$ cat src/rtl/ectc_pkg.sv
package ectc_pkg;

  localparam logic [31:0] SEC_RANGE    = 32'd3155760000;
  localparam logic [25:0] RECIP_675    = 26'd50903317;
  localparam logic [16:0] RECIP_1461   = 17'd91868;
  localparam logic [16:0] RECIP_7      = 17'd74899;
  localparam logic [15:0] RECIP_15_TOD = 16'd34953;
  localparam logic [9:0]  RECIP_15_MIN = 10'd547;
  localparam logic [15:0] DAYS_QUAD    = 16'd1461;
  localparam logic [10:0] YEAR1_START  = 11'd366;
  localparam logic [10:0] YEAR2_START  = 11'd731;
  localparam logic [10:0] YEAR3_START  = 11'd1096;
  localparam logic [11:0] BASE_YEAR    = 12'd2000;
  localparam int unsigned OUT_DATA_W   = 48;

  typedef struct packed {
    logic        ok;
    logic [15:0] days;
    logic [16:0] tod;
    logic [4:0]  quad;
    logic [16:0] dv;
    logic [12:0] wq;
  } day_t;

  typedef struct packed {
    logic        ok;
    logic [5:0]  second;
    logic [4:0]  hour;
    logic [10:0] mt;
    logic [11:0] year;
    logic [8:0]  doy;
    logic        leap;
    logic [2:0]  weekday;
  } tdate_t;

  // first day of month (0-based index) within the year
  function automatic logic [8:0] month_start(input logic [3:0] idx, input logic leap);
    logic [8:0] base;
    begin
      case (idx)
        4'd0:    base = 9'd0;
        4'd1:    base = 9'd31;
        4'd2:    base = 9'd59;
        4'd3:    base = 9'd90;
        4'd4:    base = 9'd120;
        4'd5:    base = 9'd151;
        4'd6:    base = 9'd181;
        4'd7:    base = 9'd212;
        4'd8:    base = 9'd243;
        4'd9:    base = 9'd273;
        4'd10:   base = 9'd304;
        4'd11:   base = 9'd334;
        default: base = 9'd0;
      endcase
      if (leap && idx >= 4'd2) begin
        base = base + 9'd1;
      end
      return base;
    end
  endfunction

endpackage

$ cat src/rtl/ectc_day_split.sv
module ectc_day_split (
  input  logic             clk,
  input  logic             rst_n,
  input  logic             in_valid,
  output logic             in_ready,
  input  logic [63:0]      in_secs,
  output logic             out_valid,
  input  logic             out_ready,
  output ectc_pkg::day_t   out_data
);

  logic        v1_r, v2_r, v3_r;
  logic        rdy1, rdy2, rdy3;

  logic        ok1_r;
  logic [31:0] secs1_r;
  logic        ok1_nxt;

  logic        ok2_r;
  logic [15:0] days2_r;
  logic [24:0] x2_r;
  logic [6:0]  low2_r;
  logic [50:0] prod_days;

  ectc_pkg::day_t s3_r;
  ectc_pkg::day_t s3_nxt;
  logic [24:0] prod_675;
  logic [24:0] rem_full;
  logic [32:0] prod_quad;
  logic [16:0] dv;
  logic [33:0] prod_wk;

  assign rdy3     = !v3_r || out_ready;
  assign rdy2     = !v2_r || rdy3;
  assign rdy1     = !v1_r || rdy2;
  assign in_ready = rdy1;

  assign ok1_nxt = (in_secs[63:32] == 32'd0) && (in_secs[31:0] < ectc_pkg::SEC_RANGE);

  // days = secs / 86400 = (secs >> 7) / 675
  assign prod_days = {26'd0, secs1_r[31:7]} * {25'd0, ectc_pkg::RECIP_675};

  assign prod_675  = {9'd0, days2_r} * 25'd675;
  assign rem_full  = x2_r - prod_675;
  assign prod_quad = {16'd0, days2_r} * {16'd0, ectc_pkg::RECIP_1461};
  assign dv        = {1'b0, days2_r} + 17'd6;
  assign prod_wk   = {17'd0, dv} * {17'd0, ectc_pkg::RECIP_7};

  always_comb begin
    s3_nxt.ok   = ok2_r;
    s3_nxt.days = days2_r;
    s3_nxt.tod  = {rem_full[9:0], low2_r};
    s3_nxt.quad = prod_quad[31:27];
    s3_nxt.dv   = dv;
    s3_nxt.wq   = prod_wk[31:19];
  end

  always_ff @(posedge clk) begin
    if (!rst_n) begin
      v1_r <= 1'b0;
      v2_r <= 1'b0;
      v3_r <= 1'b0;
    end else begin
      if (rdy1) v1_r <= in_valid;
      if (rdy2) v2_r <= v1_r;
      if (rdy3) v3_r <= v2_r;
    end
  end

  always_ff @(posedge clk) begin
    if (rdy1) begin
      ok1_r   <= ok1_nxt;
      secs1_r <= in_secs[31:0];
    end
    if (rdy2) begin
      ok2_r   <= ok1_r;
      days2_r <= prod_days[50:35];
      x2_r    <= secs1_r[31:7];
      low2_r  <= secs1_r[6:0];
    end
    if (rdy3) begin
      s3_r <= s3_nxt;
    end
  end

  assign out_valid = v3_r;
  assign out_data  = s3_r;

endmodule

$ cat src/rtl/ectc_time_date.sv
module ectc_time_date (
  input  logic             clk,
  input  logic             rst_n,
  input  logic             in_valid,
  output logic             in_ready,
  input  ectc_pkg::day_t   in_data,
  output logic             out_valid,
  input  logic             out_ready,
  output ectc_pkg::tdate_t out_data
);

  logic        v4_r, v5_r;
  logic        rdy4, rdy5;

  logic        ok4_r;
  logic [2:0]  wd4_r;
  logic [10:0] d4_r;
  logic [4:0]  quad4_r;
  logic [10:0] mt4_r;
  logic [16:0] tod4_r;

  logic [16:0] prod_w7;
  logic [16:0] wd_full;
  logic [15:0] prod_q;
  logic [15:0] d4_full;
  logic [30:0] prod_mt;

  logic [16:0] prod_s60;
  logic [16:0] sec_full;
  logic [18:0] prod_hr;
  logic [1:0]  yq;
  logic [10:0] yofs;
  logic [10:0] doy_full;

  ectc_pkg::tdate_t s5_r;
  ectc_pkg::tdate_t s5_nxt;

  assign rdy5     = !v5_r || out_ready;
  assign rdy4     = !v4_r || rdy5;
  assign in_ready = rdy4;

  assign prod_w7 = {4'd0, in_data.wq} * 17'd7;
  assign wd_full = in_data.dv - prod_w7;
  assign prod_q  = {11'd0, in_data.quad} * ectc_pkg::DAYS_QUAD;
  assign d4_full = in_data.days - prod_q;
  // minutes of day = tod / 60 = (tod >> 2) / 15
  assign prod_mt = {16'd0, in_data.tod[16:2]} * {15'd0, ectc_pkg::RECIP_15_TOD};

  assign prod_s60 = {6'd0, mt4_r} * 17'd60;
  assign sec_full = tod4_r - prod_s60;
  assign prod_hr  = {10'd0, mt4_r[10:2]} * {9'd0, ectc_pkg::RECIP_15_MIN};

  // leap year leads each four-year run
  always_comb begin
    if (d4_r < ectc_pkg::YEAR1_START) begin
      yq   = 2'd0;
      yofs = 11'd0;
    end else if (d4_r < ectc_pkg::YEAR2_START) begin
      yq   = 2'd1;
      yofs = ectc_pkg::YEAR1_START;
    end else if (d4_r < ectc_pkg::YEAR3_START) begin
      yq   = 2'd2;
      yofs = ectc_pkg::YEAR2_START;
    end else begin
      yq   = 2'd3;
      yofs = ectc_pkg::YEAR3_START;
    end
  end

  assign doy_full = d4_r - yofs;

  always_comb begin
    s5_nxt.ok      = ok4_r;
    s5_nxt.second  = sec_full[5:0];
    s5_nxt.hour    = prod_hr[17:13];
    s5_nxt.mt      = mt4_r;
    s5_nxt.year    = ectc_pkg::BASE_YEAR + {5'd0, quad4_r, yq};
    s5_nxt.doy     = doy_full[8:0];
    s5_nxt.leap    = (yq == 2'd0);
    s5_nxt.weekday = wd4_r;
  end

  always_ff @(posedge clk) begin
    if (!rst_n) begin
      v4_r <= 1'b0;
      v5_r <= 1'b0;
    end else begin
      if (rdy4) v4_r <= in_valid;
      if (rdy5) v5_r <= v4_r;
    end
  end

  always_ff @(posedge clk) begin
    if (rdy4) begin
      ok4_r   <= in_data.ok;
      wd4_r   <= wd_full[2:0];
      d4_r    <= d4_full[10:0];
      quad4_r <= in_data.quad;
      mt4_r   <= prod_mt[29:19];
      tod4_r  <= in_data.tod;
    end
    if (rdy5) begin
      s5_r <= s5_nxt;
    end
  end

  assign out_valid = v5_r;
  assign out_data  = s5_r;

endmodule

$ cat src/rtl/epoch_seconds_to_calendar_core.sv
// Seconds-since-2000 to calendar date and time converter.
// Input: in_tvalid/in_tready/in_tdata, one item is a 64-bit unsigned count
// of seconds since 2000-01-01 00:00:00.
// Output: out_tvalid/out_tready/out_tdata/out_tuser, one item per input item,
// in order. out_tuser is 1 when the count lies within years 2000 to 2099;
// otherwise it is 0 and every out_tdata field is 0.
// Throughput: one item per cycle when the output does not stall; six
// register stages, each with its own valid bit, built around reciprocal
// multiplies (by 86400, 1461, 7, 60).
// Stall: when out_tready is low the result holds in the output register and
// empty stages behind it keep filling; in_tready falls only when all six
// stages hold items.
// Reset (rst_n low, synchronous) empties all stages; the block keeps no
// other state.
module epoch_seconds_to_calendar_core (
  input  logic                              clk,
  input  logic                              rst_n,
  input  logic                              in_tvalid,
  output logic                              in_tready,
  input  logic [63:0]                       in_tdata,  // elapsed_seconds
  output logic                              out_tvalid,
  input  logic                              out_tready,
  // year, month, day_of_month, weekday, hour, minute, second, zero pad
  output logic [ectc_pkg::OUT_DATA_W-1:0]   out_tdata,
  output logic [0:0]                        out_tuser  // valid_res
);

  logic             a_valid, a_ready;
  ectc_pkg::day_t   a_data;
  logic             b_valid, b_ready;
  ectc_pkg::tdate_t b_data;

  logic        v6_r;
  logic        rdy6;

  logic        ok6_r;
  logic [11:0] year6_r;
  logic [3:0]  month6_r;
  logic [4:0]  dom6_r;
  logic [2:0]  wd6_r;
  logic [4:0]  hour6_r;
  logic [5:0]  min6_r;
  logic [5:0]  sec6_r;

  logic [3:0]  mon_nxt;
  logic [8:0]  mstart;
  logic [8:0]  dom_full;
  logic [10:0] prod_h60;
  logic [10:0] min_full;

  ectc_day_split u_day_split (
    .clk       (clk),
    .rst_n     (rst_n),
    .in_valid  (in_tvalid),
    .in_ready  (in_tready),
    .in_secs   (in_tdata),
    .out_valid (a_valid),
    .out_ready (a_ready),
    .out_data  (a_data)
  );

  ectc_time_date u_time_date (
    .clk       (clk),
    .rst_n     (rst_n),
    .in_valid  (a_valid),
    .in_ready  (a_ready),
    .in_data   (a_data),
    .out_valid (b_valid),
    .out_ready (b_ready),
    .out_data  (b_data)
  );

  assign rdy6    = !v6_r || out_tready;
  assign b_ready = rdy6;

  always_comb begin
    mon_nxt = 4'd1;
    for (int i = 1; i < 12; i++) begin
      if (b_data.doy >= ectc_pkg::month_start(4'(i), b_data.leap)) begin
        mon_nxt = 4'(i + 1);
      end
    end
  end

  assign mstart   = ectc_pkg::month_start(mon_nxt - 4'd1, b_data.leap);
  assign dom_full = b_data.doy - mstart + 9'd1;
  assign prod_h60 = {6'd0, b_data.hour} * 11'd60;
  assign min_full = b_data.mt - prod_h60;

  always_ff @(posedge clk) begin
    if (!rst_n) begin
      v6_r <= 1'b0;
    end else if (rdy6) begin
      v6_r <= b_valid;
    end
  end

  always_ff @(posedge clk) begin
    if (rdy6) begin
      ok6_r <= b_data.ok;
      if (b_data.ok) begin
        year6_r  <= b_data.year;
        month6_r <= mon_nxt;
        dom6_r   <= dom_full[4:0];
        wd6_r    <= b_data.weekday;
        hour6_r  <= b_data.hour;
        min6_r   <= min_full[5:0];
        sec6_r   <= b_data.second;
      end else begin
        year6_r  <= 12'd0;
        month6_r <= 4'd0;
        dom6_r   <= 5'd0;
        wd6_r    <= 3'd0;
        hour6_r  <= 5'd0;
        min6_r   <= 6'd0;
        sec6_r   <= 6'd0;
      end
    end
  end

  assign out_tvalid = v6_r;
  assign out_tuser  = ok6_r;
  assign out_tdata  = {7'd0, sec6_r, min6_r, hour6_r, wd6_r, dom6_r, month6_r, year6_r};

  assert property (@(posedge clk) disable iff (!rst_n)
    out_tvalid && ok6_r |-> month6_r != 4'd0 && month6_r <= 4'd12)
    else $error("month out of range");

  assert property (@(posedge clk) disable iff (!rst_n)
    out_tvalid && ok6_r |-> hour6_r < 5'd24 && min6_r < 6'd60 && sec6_r < 6'd60)
    else $error("time of day out of range");

  assert property (@(posedge clk) disable iff (!rst_n)
    out_tvalid && ok6_r |-> dom6_r != 5'd0 && wd6_r < 3'd7 && year6_r < 12'd2100)
    else $error("date field out of range");

  assert property (@(posedge clk) disable iff (!rst_n)
    out_tvalid && !ok6_r |-> out_tdata == '0)
    else $error("out of range item carries non-zero fields");

endmodule
$ cat config.mk
export PLATFORM = sky130hd
export DESIGN_NAME = epoch_seconds_to_calendar_core
export DESIGN_NICKNAME = d
export VERILOG_FILES = /design/src/rtl/ectc_pkg.sv /design/src/rtl/ectc_day_split.sv /design/src/rtl/ectc_time_date.sv /design/src/rtl/epoch_seconds_to_calendar_core.sv
export SDC_FILE = /design/constraint.sdc
export NUM_CORES = 2
export LEC_CHECK = 0
export BUFFER_PORTS_ARGS = -buffer_cell sky130_fd_sc_hd__buf_2
export CORE_MARGIN = 2
export CORE_UTILIZATION = 25
export CTS_BUF_LIST = sky130_fd_sc_hd__clkbuf_16
export DETAILED_ROUTE_END_ITERATION = 10
export PLACE_DENSITY = 0.38
export SLEW_MARGIN = 20
export SYNTH_ARGS = -nofsm -noshare
export SYNTH_HDL_FRONTEND = slang
export SYNTH_HIERARCHICAL = 1
export SYNTH_SLANG_ARGS = --single-unit
export TNS_END_PERCENT = 10
$ cat constraint.sdc
create_clock -name clk -period 10.81 [get_ports clk]
set_input_delay 2.162 -clock clk [delete_from_list [all_inputs] [get_ports clk]]
set_output_delay 2.162 -clock clk [all_outputs]
set_load 0.02 [all_outputs]
==> insert_results.sql <==
INSERT INTO impl_metrics (metric_group, metric, value, unit) VALUES
('run_status', 'run_status', 'completed', ''),
('sta', 'maxSlewViolCount', '0', ''),
('placement', 'buffer_ports.inserted', '111', ''),
('synth', 'cell_count_after_synthesis', '2817', ''),
('worst_setup_path', 'critical_path_required', '8.65', 'ns'),
('worst_setup_path', 'timing.critical_path.depth', '9', ''),
('clocking', 'clock_sinks', '232', ''),
('die', 'area_of_the_core_region', '0.124', 'sq mm'),
('worst_setup_path', 'crit_type', 'primary input to primary output', ''),
('job', 'timing.max_cap.violations', '0', ''),
('clocking', 'postCtsResizedCells', '0', ''),
('routing', 'avgViaCountPerCell', '4.06', ''),
('hold_path', 'hold_path_startpoint', 'u_day_split/secs1_r[0]', ''),
('sta', 'final_period_minus_worst_setup_slack', '7.27', 'ns'),
('placement', 'hpwlAfterDp', '63.6', 'mm'),
('die', 'design.die.area', '0.127', 'sq mm'),
('clocking', 'post-cts-setup-buffer-count', '0', ''),
('global_routing', 'wire_length_of_the_first_global_routing_pass', '119', 'mm'),
('die', 'die_width', '357', 'um'),
('synth', 'synth.cell_area', '0.0311', 'sq mm'),
('worst_setup_path', 'worst_r2r_startpoint', 'u_day_split/secs1_r[12]', ''),
('clocking', 'tritoncts', 'built', ''),
('finish', 'multi_input_area', '0.0212', 'sq mm'),
('finish', 'drive_gt1_share', '7.02', '%'),
('worst_setup_path', 'timing.rr.end', 'u_day_split/days2_r[14]', ''),
('die', 'starting_density_of_the_core', '25.2', '%'),
('sta', 'fin_crit_sh', '67.2', '%'),
('global_routing', 'first_global_vias', '20700', ''),
('clocking', 'clock_insertion_delay_worst_skew', '0.62', 'ns'),
('global_routing', 'grtUsageTotal', '12.1', '%'),
('routing', 'final_routed_wirelength', '74.8', 'mm'),
('routing', 'drt.antenna.violating_nets', '0', ''),
('worst_setup_path', 'slowest_stage', 'sky130_fd_sc_hd__nand2_2', ''),
('worst_setup_path', 'rr_worst_depth', '22', ''),
('synth', 'post_synth.cell_area_avg', '11.0', 'sq um'),
('die', 'core.rowCount', '129', ''),
('placement', 'placed_cell_area', '0.0337', 'sq mm'),
('placement', 'gpl.final_weighted_congestion', '0.789', ''),
('global_routing', 'pin_count_of_the_biggest_net_entering_global_routing', '45', ''),
('clocking', 'cts-buffers-inserted', '31', ''),
('sta', 'tightestPinTransition', '1.02', 'ns'),
('sta', 'finalHoldViolations', '0', ''),
('hold_path', 'whs_path_depth', '0', ''),
('worst_setup_path', 'cp_max_fo', '44', ''),
('sta', 'timing.setup.tns', '0', 'ns'),
('sta', 'setup_repair_after_global_routing_missed_its_margin', 'false', ''),
('clocking', 'hold_buf_cts', '0', ''),
('worst_setup_path', 'reg2reg_slack', '3.71', 'ns'),
('finish', 'final_cell_area', '0.0347', 'sq mm'),
('finish', 'num-nets-final', '4110', ''),
('worst_setup_path', 'worstPathCellList', 'buf_2, nand2b_2, buf_4, nor2b_1, nand2_2, nor2b_1, nand3_2, buf_4, buf_2', ''),
('sta', 'setup_viol_count_final', '0', ''),
('finish', 'ff_latch_area', '0.00691', 'sq mm'),
('die', 'top_level_ports', '119', ''),
('global_routing', 'grt_antenna_before_repair', '4', ''),
('worst_setup_path', 'peak_per_stage_delay_on_the_critical_path', '0.71', 'ns'),
('hold_path', 'hp-class', 'flip-flop to flip-flop', ''),
('die', 'dieHeight', '357', 'um'),
('routing', 'drc', '0', ''),
('sta', 'max_slew_margin', '31.8', '%'),
('sta', 'clock_skew', '0.0185', 'ns'),
('worst_setup_path', 'worstPathArrival', '5.11', 'ns'),
('routing', 'vias', '18700', ''),
('routing', 'detailedRoute.firstPassIterationCount', '5', ''),
('routing', 'drt_iter0_drc', '678', ''),
('clocking', 'max-clock-path-buffers', '3', ''),
('worst_setup_path', 'worstSetupStartpointType', 'primary input', ''),
('worst_setup_path', 'endpoint_kind', 'primary output', ''),
('clocking', 'cts_root_buffer', 'sky130_fd_sc_hd__clkbuf_16', ''),
('synth', 'yosys_warnings', '6', ''),
('global_routing', 'grt_remaining_overflow', '0', ''),
('clocking', 'clkTransAtPathRegs', '0.06', 'ns'),
('clocking', 'number_of_levels_the_h_tree_was_split_into', '1', ''),
('finish', 'area_growth', '11.6', '%'),
('worst_setup_path', 'worstPathBufferInverterCount', '4', ''),
('sta', 'maxClockFrequency', '0.138', 'GHz'),
('routing', 'wire_per_inst', '16.2', 'um'),
('hold_path', 'terminating_pin_of_the_worst_hold_path', 'u_day_split/low2_r[0]', ''),
('worst_setup_path', 'crit_family', 'simple AND/OR/NAND/NOR gates', ''),
('finish', 'nFillCells', '13100', '');
-- per-layer routing --
metal | GRT usage [%] | vias up | routed length [um]
met2 | 21.0 | 196 | 35700
met1 | 16.2 | 9040 | 35600
met5 | 0 | - | 0
met3 | 1.40 | 83 | 1810
li1 | - | 9418 | -
met4 | 2.64 | 0 | 1700
-- metrics by stage --
stage               utilization [%]  setup WS (ns)  hold slack [ns]  std cells
finish                         28.1           3.54            0.418       4616
detailed placement             27.3           3.44            0.405       4556
global route                   28.1           3.21            0.429       4616
global placement               27.2           3.46            0.402       4556
floorplan                         -           3.00            0.400       2823
CTS                            28.1           3.43            0.421       4614
-- area by class of cell --
type                       instances  area share, %
multi-input combinational       1782           60.9
inverter                         785           8.48
tap                             1637           5.90
sequential                       232           19.9
clock inverter                    27          0.742
antenna                            1        0.00720
timing repair buffer             121           1.84
clock buffer                      31           2.23
-- worst max path at each step --
stage                            to  slack, ns       start
final                     in_tready       3.54  out_tready
after global routing      in_tready       3.21  out_tready
after CTS                 in_tready       3.43  out_tready
after detailed placement  in_tready       3.44  out_tready
after global placement    in_tready       3.46  out_tready
after floorplan           in_tready       3.00  out_tready
-- sequential cells by signal (all words and copies together) (netlist names), 3 cells and up --
register,flops
year6_r,12
month6_r,4
u_day_split/secs1_r,32
u_day_split/x2_r,10
u_day_split/days2_r,16
u_time_date/out_data,41
u_time_date/tod4_r,6
u_time_date/quad4_r,5
sec6_r,6
u_day_split/low2_r,7
u_time_date/mt4_r,11
u_day_split/out_data,39
hour6_r,5
dom6_r,5
u_time_date/wd4_r,3
wd6_r,3
u_time_date/d4_r,11
min6_r,6
-- cells in the final DEF, fill, tap and decap left out, types with 45 or more instances in the layout --
cell type,instances
sky130_fd_sc_hd__xnor2_1,96
sky130_fd_sc_hd__a21oi_1,85
sky130_fd_sc_hd__fa_1,386
sky130_fd_sc_hd__edfxtp_1,226
sky130_fd_sc_hd__nand2_1,58
sky130_fd_sc_hd__ha_1,703
sky130_fd_sc_hd__buf_2,111
sky130_fd_sc_hd__o21ai_0,45
sky130_fd_sc_hd__inv_1,791
Power is not shown: default switching activity piles up to over one toggle a cycle in this logic, so the estimate is an artifact.
